--- config.mk ---
export PLATFORM = sky130hd
export DESIGN_NAME = hsl_to_rgb_converter
export DESIGN_NICKNAME = d
export VERILOG_FILES = /design/src/hw/rtl/hsl2rgb_pkg.sv /design/src/hw/rtl/hsl2rgb_chan.sv /design/src/hw/rtl/hsl_to_rgb_converter.sv
export SDC_FILE = /design/constraint.sdc
export NUM_CORES = 2
export LEC_CHECK = 0
export BUFFER_PORTS_ARGS = -buffer_cell sky130_fd_sc_hd__buf_2
export CORE_AREA = 2 2 354 356
export CTS_BUF_LIST = sky130_fd_sc_hd__clkbuf_16
export DETAILED_ROUTE_END_ITERATION = 10
export DIE_AREA = 0 0 356 358
export PLACE_DENSITY = 0.4
export SYNTH_ARGS = -nofsm -noshare
export SYNTH_HDL_FRONTEND = slang
export SYNTH_SLANG_ARGS = --single-unit
--- constraint.sdc ---
create_clock -name aclk -period 15.2 [get_ports aclk]
set_clock_uncertainty 0.05 [all_clocks]
set_input_delay 3.8 -clock aclk [delete_from_list [all_inputs] [get_ports aclk]]
set_output_delay 3.8 -clock aclk [all_outputs]
set_load 0.02 [all_outputs]
--- src/hw/rtl/hsl2rgb_pkg.sv ---
`default_nettype none

package hsl2rgb_pkg;

    localparam int HUE_BITS      = 9;
    localparam int FRAC_BITS_DEF = 8;
    localparam int CH_W          = 8;
    localparam int K2_W          = 6;

    // 360 degrees and above is gray
    localparam logic [HUE_BITS-1:0] HUE_GRAY = HUE_BITS'(360);

    // per-channel chroma weight, half of the C / X / 0 coefficient
    localparam logic signed [K2_W-1:0] K2_CHROMA = K2_W'(30);
    localparam logic signed [K2_W-1:0] K2_ZERO   = -K2_W'(30);

    typedef enum logic [2:0] {
        SECT_RG = 3'd0,   // 0..59: R=C G=X
        SECT_GR = 3'd1,   // 60..119: R=X G=C
        SECT_GB = 3'd2,   // 120..179: G=C B=X
        SECT_BG = 3'd3,   // 180..239: G=X B=C
        SECT_BR = 3'd4,   // 240..299: R=X B=C
        SECT_RB = 3'd5,   // 300..359: R=C B=X
        SECT_GRAY = 3'd6
    } hue_sect_t;

endpackage

`default_nettype wire

--- src/hw/rtl/hsl2rgb_chan.sv ---
`default_nettype none

// One color channel: weight chroma, add lightness term, scale by 255/(60*one^2), clamp.
// Three register stages; all advance together on adv.
module hsl2rgb_chan
    import hsl2rgb_pkg::*;
#(
    parameter int FRAC_BITS = FRAC_BITS_DEF
) (
    input  wire                         aclk,
    input  wire                         adv,
    input  wire signed [2*FRAC_BITS+4:0] cn,
    input  wire        [2*FRAC_BITS+6:0] base,
    input  wire signed [K2_W-1:0]       k2,
    output logic       [CH_W-1:0]       chan_out
);

    localparam int CNW = 2*FRAC_BITS + 5;
    localparam int BW  = 2*FRAC_BITS + 7;
    localparam int PW  = CNW + K2_W;
    localparam int SW  = PW + 1;
    localparam int TW  = SW + 5;
    localparam int SH  = 2*FRAC_BITS + 2;
    localparam int QW  = TW - SH;

    logic signed [PW-1:0] prod_reg, prod_next;
    logic [BW-1:0]        base_reg;
    logic signed [SW-1:0] sum_reg, sum_next;
    logic [CH_W-1:0]      out_reg, out_next;
    logic signed [TW-1:0] sx, scaled;
    logic [QW-1:0]        q;

    assign prod_next = PW'(cn) * PW'(k2);
    assign sum_next  = {prod_reg[PW-1], prod_reg} + {{(SW-BW){1'b0}}, base_reg};

    // x*17 then divide by 4*one^2 is the 255/60 scale
    always_comb begin
        sx     = {{(TW-SW){sum_reg[SW-1]}}, sum_reg};
        scaled = (sx <<< 4) + sx;
        q      = scaled[TW-1:SH];
        if (sum_reg[SW-1]) begin
            out_next = '0;
        end else if (|q[QW-1:CH_W]) begin
            out_next = '1;
        end else begin
            out_next = q[CH_W-1:0];
        end
    end

    always_ff @(posedge aclk) begin
        if (adv) begin
            prod_reg <= prod_next;
            base_reg <= base;
            sum_reg  <= sum_next;
            out_reg  <= out_next;
        end
    end

    assign chan_out = out_reg;

endmodule

`default_nettype wire

--- src/hw/rtl/hsl_to_rgb_converter.sv ---
// HSL to 8-bit RGB color converter.
//
// Input stream (s_): one HSL color per word, hue in degrees (360 and up gives
// gray), saturation and lightness with 2^FRAC_BITS meaning 1.0.
// Output stream (m_): one RGB word per input word, in order.
//
// Five-stage pipeline: hue decode and lightness distance, chroma multiply,
// per-channel chroma weighting, offset add, scale and clamp. m_tvalid comes
// from the valid bit of the last stage, which moves with its word through
// every stage register; one word is taken every cycle while the receiver
// keeps m_tready high.
//
// When the receiver stalls with a word waiting, every stage holds and s_tready
// drops in the same cycle; nothing is dropped or repeated. Bubbles are not
// squeezed out, so a stall costs one cycle of input for each stalled cycle.
//
// Reset (aresetn low, synchronous) clears all valid bits; data registers are
// not reset. The block has no state between words.
`default_nettype none

module hsl_to_rgb_converter
    import hsl2rgb_pkg::*;
#(
    parameter int FRAC_BITS = FRAC_BITS_DEF
) (
    input  wire         aclk,
    input  wire         aresetn,
    input  wire         s_tvalid,
    output logic        s_tready,
    // hue_deg[8:0], sat_level, light_level (FRAC_BITS+1 each), zero pad to bytes
    input  wire  [((HUE_BITS+2*(FRAC_BITS+1)+7)/8)*8-1:0] s_tdata,
    output logic        m_tvalid,
    input  wire         m_tready,
    // red_out[7:0], green_out[15:8], blue_out[23:16]
    output logic [3*CH_W-1:0] m_tdata
);

    localparam int LW    = FRAC_BITS + 1;
    localparam int DW    = FRAC_BITS + 3;
    localparam int CNW   = 2*FRAC_BITS + 5;
    localparam int BW    = 2*FRAC_BITS + 7;
    localparam int NSTG  = 5;

    logic              adv;
    logic [NSTG-1:0]   vld_reg, vld_next;

    logic [HUE_BITS-1:0] hue;
    logic [LW-1:0]       sat, lit;
    hue_sect_t           sect;
    logic [HUE_BITS-1:0] hm;
    logic [5:0]          hd;
    logic signed [K2_W-1:0] k2x;
    logic signed [K2_W-1:0] k2_next [3];
    logic signed [DW-1:0]   dtmp, cw_next;
    logic [DW-2:0]          dabs;

    logic signed [DW-1:0]   cw_reg;
    logic [LW-1:0]          sat_reg, lit_reg;
    logic signed [K2_W-1:0] k2_reg [3];

    logic signed [CNW-1:0]  cn_reg, cn_next;
    logic [BW-1:0]          base_reg, base_next;
    logic signed [K2_W-1:0] k2b_reg [3];

    logic [CH_W-1:0]        chan [3];

    assign adv      = !vld_reg[NSTG-1] || m_tready;
    assign s_tready = adv;
    assign m_tvalid = vld_reg[NSTG-1];
    assign m_tdata  = {chan[2], chan[1], chan[0]};

    assign vld_next = {vld_reg[NSTG-2:0], s_tvalid};

    always_ff @(posedge aclk) begin
        if (!aresetn) begin
            vld_reg <= '0;
        end else if (adv) begin
            vld_reg <= vld_next;
        end
    end

    assign hue = s_tdata[HUE_BITS-1:0];
    assign sat = s_tdata[HUE_BITS+LW-1:HUE_BITS];
    assign lit = s_tdata[HUE_BITS+2*LW-1:HUE_BITS+LW];

    // stage 1: sector, position within the 120-degree pair, |2L - 1|
    always_comb begin
        if (hue < HUE_BITS'(60)) begin
            sect = SECT_RG;
        end else if (hue < HUE_BITS'(120)) begin
            sect = SECT_GR;
        end else if (hue < HUE_BITS'(180)) begin
            sect = SECT_GB;
        end else if (hue < HUE_BITS'(240)) begin
            sect = SECT_BG;
        end else if (hue < HUE_BITS'(300)) begin
            sect = SECT_BR;
        end else if (hue < HUE_GRAY) begin
            sect = SECT_RB;
        end else begin
            sect = SECT_GRAY;
        end

        if (hue < HUE_BITS'(120)) begin
            hm = hue;
        end else if (hue < HUE_BITS'(240)) begin
            hm = hue - HUE_BITS'(120);
        end else begin
            hm = hue - HUE_BITS'(240);
        end
        hd  = (hm >= HUE_BITS'(60)) ? 6'(hm - HUE_BITS'(60)) : 6'(HUE_BITS'(60) - hm);
        k2x = K2_CHROMA - K2_W'(hd);

        case (sect)
            SECT_RG: begin
                k2_next[0] = K2_CHROMA; k2_next[1] = k2x;       k2_next[2] = K2_ZERO;
            end
            SECT_GR: begin
                k2_next[0] = k2x;       k2_next[1] = K2_CHROMA; k2_next[2] = K2_ZERO;
            end
            SECT_GB: begin
                k2_next[0] = K2_ZERO;   k2_next[1] = K2_CHROMA; k2_next[2] = k2x;
            end
            SECT_BG: begin
                k2_next[0] = K2_ZERO;   k2_next[1] = k2x;       k2_next[2] = K2_CHROMA;
            end
            SECT_BR: begin
                k2_next[0] = k2x;       k2_next[1] = K2_ZERO;   k2_next[2] = K2_CHROMA;
            end
            SECT_RB: begin
                k2_next[0] = K2_CHROMA; k2_next[1] = K2_ZERO;   k2_next[2] = k2x;
            end
            default: begin
                k2_next[0] = K2_ZERO;   k2_next[1] = K2_ZERO;   k2_next[2] = K2_ZERO;
            end
        endcase

        dtmp    = {1'b0, lit, 1'b0} - DW'(1 << FRAC_BITS);
        dabs    = dtmp[DW-1] ? (DW-1)'(-dtmp) : dtmp[DW-2:0];
        cw_next = DW'(1 << FRAC_BITS) - {1'b0, dabs};
    end

    // stage 2: chroma, and the lightness term 60 * L * one
    assign cn_next   = CNW'(cw_reg) * CNW'($signed({1'b0, sat_reg}));
    assign base_next = {(BW-FRAC_BITS)'(lit_reg) * (BW-FRAC_BITS)'(60), {FRAC_BITS{1'b0}}};

    always_ff @(posedge aclk) begin
        if (adv) begin
            cw_reg   <= cw_next;
            sat_reg  <= sat;
            lit_reg  <= lit;
            k2_reg   <= k2_next;
            cn_reg   <= cn_next;
            base_reg <= base_next;
            k2b_reg  <= k2_reg;
        end
    end

    for (genvar i = 0; i < 3; i++) begin : g_chan
        hsl2rgb_chan #(
            .FRAC_BITS(FRAC_BITS)
        ) u_chan (
            .aclk    (aclk),
            .adv     (adv),
            .cn      (cn_reg),
            .base    (base_reg),
            .k2      (k2b_reg[i]),
            .chan_out(chan[i])
        );
    end

endmodule

`default_nettype wire

==> summary.md <==
| Metric | Value |
|---|---|
| Status | `complete, no violations` |
| Final Cycle Share | `0.591` |
| Number of flip-flops in the largest register | `81` |
| First DRT Iteration DRCs | `932` |
| FF+latch area | `0.00887 mm^2` |
| Tot GR Track Use | `0.113` |
| Reg2Reg Setup Slack | `9.06 ns` |
| Dominant cells by area after synthesis | `edfxtp_1 28%, fa_1 23%, ha_1 13%` |
| Final hold vios | `0` |
| Setup crit end kind | `output port` |
| Initial antenna violation count | `0` |
| Depth of the CTS H-tree | `2` |
| Die height | `358 um` |
| Netlist cell types | `84` |
| Vias in the first global route | `21200` |
| Clk sinks | `297` |
| Crit. Startpoint | `m_tready` |
| Worst EP required | `11.35 ns` |
| CP Data Arrival Time | `5.14 ns` |
| Vias per cell | `4.33` |
| Area grow syn2layout | `12.0%` |
| Hold EP | `g_chan[1].u_chan.sum_reg[6]` |
| Seq/Total Area, Yosys | `0.288` |
| Via count | `20300` |
| Async SR Flop Fraction | `0` |
| Detailed Place HPWL | `54200 um` |
| # setup viols final | `0` |
| Pins Over Slew Limit | `0` |
| Syn_nets | `3689` |
| Cell row count | `129` |
| Die area | `0.127 mm^2` |
| DRC viols | `0` |
| Layout cell share with drive strength beyond 1 | `0.0627` |
| Critical Path Most Common Cell | `buf_2` |
| GR Overflow Total | `0` |
| Postcts setup bufs | `0` |
| Total detailed-routing wirelength | `69700 um` |
| Final ANT Viol Nets | `0` |
| Routability cong. | `0.749` |
| Crit path cell chain | `buf_2, nor2b_1, inv_8, buf_2` |
| Top_reg_cell synth | `edfxtp_1` |
| Pre-antenna DRT Iters | `7` |
| Area of the multi-input gates | `0.0200 mm^2` |
| CTS buffer count | `43` |
| Syn Inst Count | `2977` |
| Starting Density | `0.250` |
| Max frequency | `111 MHz` |
| HP Class | `register to register` |
| FF+latch count, synth | `297` |
| Critical path's slowest cell | `nor2b_1` |
| Final std cells w/o fill | `4686` |
| Max Root-Sink Buffers | `3` |
| Synth top area share | `0.285` |
| Slew margin rel. | `0.363` |
| DP Cell Count | `4607` |
| Max-cap violation count | `0` |
| Worst Hold Depth | `0` |
| Worst-Skew Late Latency | `0.61 ns` |
| RSZ-0062 raised after global routing | `false` |
| Syn. warnings | `0` |
| Syn Area/Cell | `10.3 um^2` |
| Core Region | `0.123 mm^2` |
| Worst Tran Pin Value | `0.947 ns` |
| R2r worst-path depth | `19` |
| Hold_buf cts | `0` |
| CP max stage delay | `0.52 ns` |
| Resized cells post-CTS | `0` |
| Port Buffer Count | `56` |
| First-pass GRT wire length | `116000 um` |
| Filler cells | `13100` |
| Total Neg Setup Slack | `0 ns` |
| Mapped Area | `0.0308 mm^2` |
| EDFF count, synth | `292` |
| HP Start | `g_chan[1].u_chan.prod_reg[6]` |
| Nets | `3727` |
| Largest net degree at the start of global routing | `76` |
| Area leader, netlist | `edfxtp_1` |
| Reg2reg end | `g_chan[1].u_chan.prod_reg[25]` |
| Reg-to-Reg Start | `cn_reg[4]` |
| Critical path type | `input port to output port` |
| TritonCTS clock tree | `yes` |
| Routed wire length per instance | `14.9 um` |
| Crit path launch type | `input port` |
| Clk slew on worst S/H paths | `0.05 ns` |
| Worst-path fanout max | `75` |
| Tmin final | `8.99 ns` |
| Clk root buf | `clkbuf_16` |
| IO Pins | `62` |
| Die X | `356 um` |
-- cell type report --
type                       count  share of cell area
sequential                   297               0.257
multi-input combinational   2172               0.580
tap                         1637              0.0594
clock buffer                  43              0.0312
antenna                        1           0.0000725
clock inverter                35              0.0130
timing repair buffer          82              0.0138
inverter                     419              0.0458
-- per-layer routing --
layer  GRT usage  wire length (um)  vias up
met3      0.0187              2080       70
met1       0.159             34800    10000
li1            -                 -    10000
met4      0.0291              1530        0
met2       0.180             31300      178
met5           0                 0        -
-- worst max-delay path by stage --
stage                    end  slack, ns  depth (start not counted)
global placement    s_tready       6.20                          4
global route        s_tready       6.13                          4
floorplan           s_tready       1.66                          2
detailed placement  s_tready       6.20                          4
CTS                 s_tready       6.19                          4
finish              s_tready       6.21                          4
-- logic make-up (layout without fill, tap and decap cells) --
logic type                 count (synthesis)  count (layout)  share of synthesized area
AOI/OAI and AO/OA                        424             424                     0.0908
xor gates and xnor gates                 175             175                     0.0502
adders and majority gates                676             676                      0.359
buffers and inverters                    508             579                     0.0628
DFF                                      297             297                      0.288
muxes                                      7               7                    0.00280
other                                      0               1                          0
and+or+nand+nor                          890             890                      0.146
-- worst max-delay path, delay by kind of cell --
family                 cells  cell delay, ns
buffers and inverters      3            0.73
and+or+nand+nor            1            0.52
-- per-stage QoR --
stage / utilization / worst slack [ns] / hold WS (ns) / area (um^2)
after floorplan: - / 1.66 / 0.350 / 30800
after global placement: 0.267 / 6.20 / 0.351 / 33000
after detailed placement: 0.267 / 6.20 / 0.355 / 33000
after CTS: 0.280 / 6.19 / 0.365 / 34500
after global routing: 0.280 / 6.13 / 0.371 / 34500
final: 0.280 / 6.21 / 0.365 / 34500
-- layout by cell type (no fill, tap or decap), drive strengths merged, types with 6 or more instances in the layout --
| cell | n |
|---|---|
| xnor2 | 129 |
| inv | 430 |
| o22ai | 6 |
| or3 | 19 |
| and3 | 21 |
| a211o | 11 |
| clkbuf | 43 |
| o21ai | 85 |
| nand2b | 48 |
| edfxtp | 292 |
| ha | 329 |
| nand4 | 13 |
| o21a | 18 |
| fa | 347 |
| o21bai | 20 |
| a31oi | 14 |
| o31ai | 13 |
| nor3 | 60 |
| nor2b | 21 |
| nand2 | 260 |
| nand3 | 43 |
| xor2 | 45 |
| clkinv | 10 |
| a21oi | 133 |
| buf | 82 |
| a2111oi | 8 |
| bufinv | 9 |
| and2 | 238 |
| nor2 | 135 |
| nor4 | 8 |
| o211ai | 7 |
| a21boi | 18 |
| or2 | 6 |
| a211oi | 17 |
| a21o | 29 |
-- synthesized netlist by cell type (43+ instances only) --
library cell	n
clkbuf_1	73
nor3_1	59
nand2b_1	48
xor2_1	45
nand3_1	43
xnor2_1	129
and2_1	238
edfxtp_1	292
nor2_1	134
a21oi_1	133
o21ai_0	72
fa_1	347
ha_1	329
nand2_1	259
inv_1	419
Power is not shown: default switching activity piles up to over one toggle a cycle in this logic, so the estimate is an artifact.
